$ cat src/design/ppc_pkg.sv
// Shared types and constants for the polygon plane clipper.
// Holds the stored vertex record, class and status codes, controller states,
// and the command and status bundles between controller and datapath.
package ppc_pkg;

  localparam int COORD_W      = 32;
  localparam int DIST_W       = 40;
  localparam int TOL_W        = 16;
  localparam int RES_W        = 6;
  localparam int RESULT_LIMIT = 32;

  localparam logic [TOL_W-1:0] TOL_RESET = 16'd655;

  // Vertex classes against the plane.
  localparam logic [1:0] CLS_ON    = 2'd0;
  localparam logic [1:0] CLS_FRONT = 2'd1;
  localparam logic [1:0] CLS_BACK  = 2'd2;

  // Result status codes.
  localparam logic [1:0] ST_CLIPPED  = 2'd0;
  localparam logic [1:0] ST_WHOLE    = 2'd1;
  localparam logic [1:0] ST_DISCARD  = 2'd2;
  localparam logic [1:0] ST_OVERFLOW = 2'd3;

  // Coordinate selects for the shared multiplier and the cut unit.
  localparam logic [1:0] SEL_X = 2'd0;
  localparam logic [1:0] SEL_Y = 2'd1;
  localparam logic [1:0] SEL_Z = 2'd2;

  // One stored vertex: coordinates, signed distance and class.
  typedef struct packed {
    logic signed [COORD_W-1:0] x;
    logic signed [COORD_W-1:0] y;
    logic signed [COORD_W-1:0] z;
    logic signed [DIST_W-1:0]  distance;
    logic [1:0]                cls;
  } entry_t;

  typedef enum logic [4:0] {
    S_IDLE,
    S_OVF,
    S_MUL0,
    S_MUL1,
    S_MUL2,
    S_ACC,
    S_STORE,
    S_FINAL,
    S_SINGLE,
    S_CLEAR,
    S_RD0,
    S_RD0W,
    S_RDN,
    S_RDNW,
    S_EV,
    S_CG,
    S_CW,
    S_EC,
    S_ADV
  } state_t;

  // Commands from the controller to the datapath.
  typedef struct packed {
    logic       accept;
    logic       set_ovf;
    logic       acc_init;
    logic       mul_en;
    logic [1:0] mul_sel;
    logic       acc_add;
    logic       store;
    logic       rd_first;
    logic       load_first;
    logic       rd_next;
    logic       load_next;
    logic       emit_vertex;
    logic       cut_start;
    logic       cut_save;
    logic       emit_cut;
    logic       emit_single;
    logic       advance;
    logic       clear;
  } cmd_t;

  // Status from the datapath to the controller.
  typedef struct packed {
    logic last;
    logic count_full;
    logic single;
    logic out_free;
    logic emit_v;
    logic edge_cut;
    logic wrap;
    logic cut_done;
    logic cut_last;
  } status_t;

  // True when the edge from class a to class b joins the kept and removed sides.
  function automatic logic crosses(input logic [1:0] a, input logic [1:0] b,
                                   input logic keep);
    logic [1:0] kept_cls;
    logic [1:0] rem_cls;
    kept_cls = keep ? CLS_FRONT : CLS_BACK;
    rem_cls  = keep ? CLS_BACK : CLS_FRONT;
    return ((a == kept_cls) && (b == rem_cls)) || ((a == rem_cls) && (b == kept_cls));
  endfunction

endpackage

$ cat src/design/ppc_ctrl.sv
// Controller of the clipper: sequences vertex load, the emit decision and
// the edge walk. Depends on ppc_pkg.
module ppc_ctrl (
  input  logic              clk,
  input  logic              rst,
  input  logic              in_valid,
  output logic              in_ready,
  input  ppc_pkg::status_t  status,
  output ppc_pkg::cmd_t     cmd
);

  ppc_pkg::state_t state, state_next;

  always_ff @(posedge clk) begin
    if (rst) begin
      state <= ppc_pkg::S_IDLE;
    end else begin
      state <= state_next;
    end
  end

  // Next state.
  always_comb begin
    state_next = state;
    case (state)
      ppc_pkg::S_IDLE: begin
        if (in_valid) begin
          state_next = status.count_full ? ppc_pkg::S_OVF : ppc_pkg::S_MUL0;
        end
      end
      ppc_pkg::S_OVF:   state_next = status.last ? ppc_pkg::S_FINAL : ppc_pkg::S_IDLE;
      ppc_pkg::S_MUL0:  state_next = ppc_pkg::S_MUL1;
      ppc_pkg::S_MUL1:  state_next = ppc_pkg::S_MUL2;
      ppc_pkg::S_MUL2:  state_next = ppc_pkg::S_ACC;
      ppc_pkg::S_ACC:   state_next = ppc_pkg::S_STORE;
      ppc_pkg::S_STORE: state_next = status.last ? ppc_pkg::S_FINAL : ppc_pkg::S_IDLE;
      ppc_pkg::S_FINAL: state_next = status.single ? ppc_pkg::S_SINGLE : ppc_pkg::S_RD0;
      ppc_pkg::S_SINGLE: begin
        if (status.out_free) begin
          state_next = ppc_pkg::S_CLEAR;
        end
      end
      ppc_pkg::S_CLEAR: state_next = ppc_pkg::S_IDLE;
      ppc_pkg::S_RD0:   state_next = ppc_pkg::S_RD0W;
      ppc_pkg::S_RD0W:  state_next = ppc_pkg::S_RDN;
      ppc_pkg::S_RDN:   state_next = ppc_pkg::S_RDNW;
      ppc_pkg::S_RDNW:  state_next = ppc_pkg::S_EV;
      ppc_pkg::S_EV: begin
        if (!status.emit_v || status.out_free) begin
          state_next = status.edge_cut ? ppc_pkg::S_CG : ppc_pkg::S_ADV;
        end
      end
      ppc_pkg::S_CG:    state_next = ppc_pkg::S_CW;
      ppc_pkg::S_CW: begin
        if (status.cut_done) begin
          state_next = status.cut_last ? ppc_pkg::S_EC : ppc_pkg::S_CG;
        end
      end
      ppc_pkg::S_EC: begin
        if (status.out_free) begin
          state_next = ppc_pkg::S_ADV;
        end
      end
      ppc_pkg::S_ADV:   state_next = status.wrap ? ppc_pkg::S_CLEAR : ppc_pkg::S_RDN;
      default:          state_next = ppc_pkg::S_IDLE;
    endcase
  end

  // Commands.
  always_comb begin
    cmd      = '0;
    in_ready = 1'b0;
    case (state)
      ppc_pkg::S_IDLE: begin
        in_ready   = 1'b1;
        cmd.accept = in_valid;
      end
      ppc_pkg::S_OVF:   cmd.set_ovf = 1'b1;
      ppc_pkg::S_MUL0: begin
        cmd.acc_init = 1'b1;
        cmd.mul_en   = 1'b1;
        cmd.mul_sel  = ppc_pkg::SEL_X;
      end
      ppc_pkg::S_MUL1: begin
        cmd.acc_add = 1'b1;
        cmd.mul_en  = 1'b1;
        cmd.mul_sel = ppc_pkg::SEL_Y;
      end
      ppc_pkg::S_MUL2: begin
        cmd.acc_add = 1'b1;
        cmd.mul_en  = 1'b1;
        cmd.mul_sel = ppc_pkg::SEL_Z;
      end
      ppc_pkg::S_ACC:    cmd.acc_add = 1'b1;
      ppc_pkg::S_STORE:  cmd.store = 1'b1;
      ppc_pkg::S_SINGLE: cmd.emit_single = status.out_free;
      ppc_pkg::S_CLEAR:  cmd.clear = 1'b1;
      ppc_pkg::S_RD0:    cmd.rd_first = 1'b1;
      ppc_pkg::S_RD0W:   cmd.load_first = 1'b1;
      ppc_pkg::S_RDN:    cmd.rd_next = 1'b1;
      ppc_pkg::S_RDNW:   cmd.load_next = 1'b1;
      ppc_pkg::S_EV:     cmd.emit_vertex = status.emit_v && status.out_free;
      ppc_pkg::S_CG:     cmd.cut_start = 1'b1;
      ppc_pkg::S_CW:     cmd.cut_save = status.cut_done;
      ppc_pkg::S_EC:     cmd.emit_cut = status.out_free;
      ppc_pkg::S_ADV:    cmd.advance = !status.wrap;
      default: begin
        cmd = '0;
      end
    endcase
  end

endmodule

$ cat config.mk
export PLATFORM = sky130hd
export DESIGN_NAME = ppc_ctrl
export DESIGN_NICKNAME = d
export VERILOG_FILES = /design/src/design/ppc_pkg.sv /design/src/design/ppc_ctrl.sv
export SDC_FILE = /design/constraint.sdc
export NUM_CORES = 1
export LEC_CHECK = 0
export ABC_AREA = 0
export BUFFER_PORTS_ARGS = -buffer_cell sky130_fd_sc_hd__buf_4
export CORE_MARGIN = 2
export CORE_UTILIZATION = 41
export DETAILED_ROUTE_END_ITERATION = 8
export GPL_ROUTABILITY_DRIVEN = 0
export GPL_TIMING_DRIVEN = 0
export PLACE_DENSITY = 0.77
export RECOVER_POWER = 25
export SLEW_MARGIN = 10
export SYNTH_ARGS = -nofsm -noshare
export SYNTH_HDL_FRONTEND = slang
export SYNTH_SLANG_ARGS = --single-unit
$ cat constraint.sdc
create_clock -name clk -period 1.39 [get_ports clk]
set_input_delay 0.417 -clock clk [delete_from_list [all_inputs] [get_ports clk]]
set_output_delay 0.417 -clock clk [all_outputs]
set_load 0.03 [all_outputs]
==> key figures, run 1 <==
Synth
  • Synth area leader: dfxtp_1
  • Seq/Total Area, Yosys: 0.131
  • Synthesized area: 762 sq um
  • Yosys warns: 0
  • #FFs+latches synth: 5
  • Syn_nets: 128
  • Post-synth EDFFs: 0
  • Synth Flop Type: dfxtp_1
  • Synth cell types: 41
  • Area share of the largest cell type after synthesis: 0.131
  • Synth top area cells: dfxtp_1 (13%), nor3_1 (8.5%), nand2b_1 (7.4%)
  • Syn Inst Count: 116
  • Ys async rst share: 0
  • Syn avg cell area: 6.57 sq um

Placement
  • DP Cell Count: 172
  • Port bufs: 31
  • Post-DP HPWL: 2.03 mm
  • Setup WS pre-CTS: -0.271 ns

CTS
  • Post_cts resized: 48
  • Cts bufs inserted: 3
  • Maximum clock insertion buffer count: 2
  • Clk root buf: clkbuf_4
  • Sinks on Clock Net: 5
  • Post-CTS Repair Setup Buffers: 32
  • H-tree depth: 1
  • CTS Hold Bufs: 0

Floorplan
  • I/O pin cnt: 32
  • Die height: 47.1 um
  • Die W: 47.1 um
  • # rows: 15
  • Starting Density: 0.437

Status
  • Tool error: [ERROR DPL-0038] Utilization greater than 100%, impossible to legalize
  • Outcome: did not finish
  • Failed at: clock tree synthesis (4_1_cts)
synthesized netlist by cell type (all sizes together), types with 4 or more instances:
| cell | count |
|---|---|
| dfxtp | 5 |
| nor3 | 13 |
| buf | 6 |
| o21ai | 7 |
| clkbuf | 5 |
| o22ai | 4 |
| nand2b | 9 |
| nand2 | 9 |
| a21oi | 6 |
| nor2b | 5 |
| nor2 | 13 |
kinds of logic after synthesis:
group                  synth area share
AOI/OAI and AO/OA                 0.284
buffers and inverters            0.0936
DFF                               0.131
and+or+nand+nor                   0.491
metrics by stage:
| step | instance area [sq um] | utilization |
|---|---|---|
| detailed placement | 1300 | 0.746 |
| global placement | 1300 | 0.746 |
| floorplan | 1040 | - |
==> run 2, diff against run 1 <==
--- a/config.mk
+++ b/config.mk
@@ -7,12 +7,12 @@
 export LEC_CHECK = 0
 export ABC_AREA = 0
 export BUFFER_PORTS_ARGS = -buffer_cell sky130_fd_sc_hd__buf_4
-export CORE_MARGIN = 2
-export CORE_UTILIZATION = 41
+export CORE_AREA = 2 2 63 65
 export DETAILED_ROUTE_END_ITERATION = 8
+export DIE_AREA = 0 0 65 67
 export GPL_ROUTABILITY_DRIVEN = 0
 export GPL_TIMING_DRIVEN = 0
-export PLACE_DENSITY = 0.77
+export PLACE_DENSITY_LB_ADDON = 0.15
 export RECOVER_POWER = 25
 export SLEW_MARGIN = 10
 export SYNTH_ARGS = -nofsm -noshare
==> constraint.sdc (replaced) <==
create_clock -name clk -period 1.8 [get_ports clk]
set_input_delay 0.54 -clock clk [delete_from_list [all_inputs] [get_ports clk]]
set_output_delay 0.54 -clock clk [all_outputs]
set_load 0.03 [all_outputs]
==> run 2 against run 1 <==
The flow now finishes, with violations (setup timing). Synthesized cell count did not move. Synthesized area did not move.
==> key figures, run 2 <==
Cells and area
  • Most common cell after layout, fill and taps aside: buf_4
  • Final #Nets: 184
  • Ant. Diodes: 0
  • Post-Layout Cell Count: 219
  • Max reg flops: 5
  • Syn-to-layout area delta: 103%
  • Register with the most flip-flops: state
  • Largest regs: state x5
  • Most frequent cells in the layout: buf_4 (38), buf_6 (17), nor2_1 (9)
  • Layout cells sized above 1: 0.602

Synth
  • Synth top cells by count: nor2_1 (13), nor3_1 (13), nand2_1 (9), nand2b_1 (9), a21oi_1 (6)
  • Area share of the largest cell type after synthesis: 0.131 (unchanged)
  • Synth area leader: dfxtp_1
  • #FFs+latches synth: 5 (unchanged)
  • Syn_nets: 128 (unchanged)
  • Seq/Total Area, Yosys: 0.131 (unchanged)
  • Synth cell types: 41 (unchanged)
  • Yosys warns: 0 (unchanged)
  • Synth top area cells: dfxtp_1 (13%), nor3_1 (8.5%), nand2b_1 (7.4%)
  • Ys async rst share: 0 (unchanged)
  • Syn avg cell area: 6.57 sq um (unchanged)
  • Post-synth EDFFs: 0 (unchanged)
  • Synth Flop Type: dfxtp_1
  • Synthesized area: 762 sq um (unchanged)
  • Syn Inst Count: 116 (unchanged)

Floorplan
  • I/O pin cnt: 32 (unchanged)
  • Core Region: 3610 sq um
  • # rows: 22 (+7)
  • Die W: 65 um (+38%)
  • Die ar.: 4360 sq um
  • Starting Density: 0.211 (-0.225)
  • Die height: 67 um (+42%)

STA
  • Achievable frequency: 0.527 GHz
  • Period minus WS final: 1.90 ns
  • Final critical-path share of the clock period: 1.05
  • Setup violations, final: 9
  • Final Worst Setup Slack: -0.0986 ns
  • Worst Skew: 0.00198 ns
  • Worst-margin pin slew: 0.378 ns
  • Max-slew violation count: 0
  • Unrepaired setup endpoints after global routing: yes
  • Final Hold Vio Count: 0
  • Max-slew headroom: 0.742
  • Setup TNS: -0.604 ns

Placement
  • DP Cell Count: 195 (+13%)
  • Setup WS pre-CTS: -0.223 ns (+0.0475 ns)
  • Post-DP HPWL: 2.16 mm (+6.4%)
  • Port bufs: 31 (unchanged)

Setup path
  • Worst Path Required: 1.26 ns
  • Max FO, Critical Path: 5
  • CP Launch Type: flip-flop
  • Crit end category: output port
  • Worst path arrival time: 1.36 ns
  • Crit path kind: reg -> out

Route
  • Final WL: 3.17 mm
  • Via count: 1113
  • Vias per cell: 5.08
  • ANT nets after route: 0
  • Drt wl/cell: 14.5 um
  • DRC: 0
  • DRT iter0 DRCs: 57
  • 1st-pass router iterations: 4

GRT
  • Number of global-route vias before repair: 1076
  • Pin count of the biggest net entering global routing: 11
  • First-pass GRT wire length: 5.05 mm
  • Gr usage total: 0.149
  • GRT Residual Overflow: 0
  • Initial antenna violation count: 0

CTS
  • CTS tree: done
  • Maximum clock insertion buffer count: 2 (unchanged)
  • Clk root buf: clkbuf_8
  • Sinks on Clock Net: 5 (unchanged)
  • H-tree depth: 1 (unchanged)
  • Clock Latency Late Sink: 0.22 ns
  • CTS Hold Bufs: 0 (unchanged)
  • Worst-path clk slew: 0.03 ns
  • Cts bufs inserted: 3 (unchanged)

Pwr
  • VDD IR max: 565 uV
  • Leak pwr: 0.643 nW
  • Pwr per Cell Area: 1140 nW/um^2

Status
  • Outcome: complete, but fails checks
  • Failing checks: setup timing

Hold path
  • Hold WC Path Type: in -> reg

Flow run
  • Max-Cap Viols: 0
run 2: cell counts after synthesis:
No cell type changed its count.
run 2: final cells by class:
class	count	area, sq um
tap	48	60.1
buffer	9	129
multi-input combinational	97	748
inverter	3	15.0
clock buffer	4	45.0
sequential	5	111
fill	364	2060
timing repair buffer	53	442
run 2: metal layers:
metal | track usage | vias to the layer above | share of wire
met1 | 0.183 | 524 | 0.40
met5 | 0 | - | 0
met3 | 0.0253 | 6 | 0.054
met4 | 0.0479 | 0 | 0.018
met2 | 0.262 | 48 | 0.52
li1 | - | 535 | -
run 2: repair_timing:
action | in CTS | in global routing
gates resized for setup | 51 | 16
gates cloned | 1 | 1
endpoints found under the setup margin | 20 | 19
buffers inserted | 15 | 5
pin swaps | 7 | 8
run 2: worst max-delay path: stages (launching register included):
cell and delay [ns]:
dfxtp_2 0.32, or3_4 0.44, nor2_4 0.11, and2_4 0.15
buf_6 0.12
run 2: path summary, 6_finish.rpt:
check | from | to | slack (ns) | depth (start not counted)
worst max-delay path | state[4] | cmd[18] | -0.1 | 4
worst min-delay path | rst | state[4] | 0.53 | 2
worst max register to register | state[2] | state[4] | 0.07 | 7
worst min register to register | state[1] | state[1] | 0.65 | 3
run 2: through the flow:
step	utilization	hold WS (ns)	power (mW)	area (sq um)
4_1_cts	0.402	0.518	1.66	1450
6_report	0.430	0.527	1.77	1550
3_5_place_dp	0.310	0.728	1.11	1120
5_1_grt	0.430	0.532	1.87	1550
2_1_floorplan	-	0.612	0.831	823
3_3_place_gp	0.310	0.744	1.13	1120
run 2: power breakdown:
group | switching, mW | internal [mW] | total, mW
registers | 0.0380 | 0.150 | 0.188
clock network | 0.0477 | 0.151 | 0.199
logic | 0.721 | 0.664 | 1.38
total | 0.806 | 0.965 | 1.77
run 2: cells by family after synthesis:
logic type | synth area share
compound gates | 0.284
flops | 0.131
simple gates | 0.491
buf+inv | 0.0936
Power figures use the tool's default switching activity.
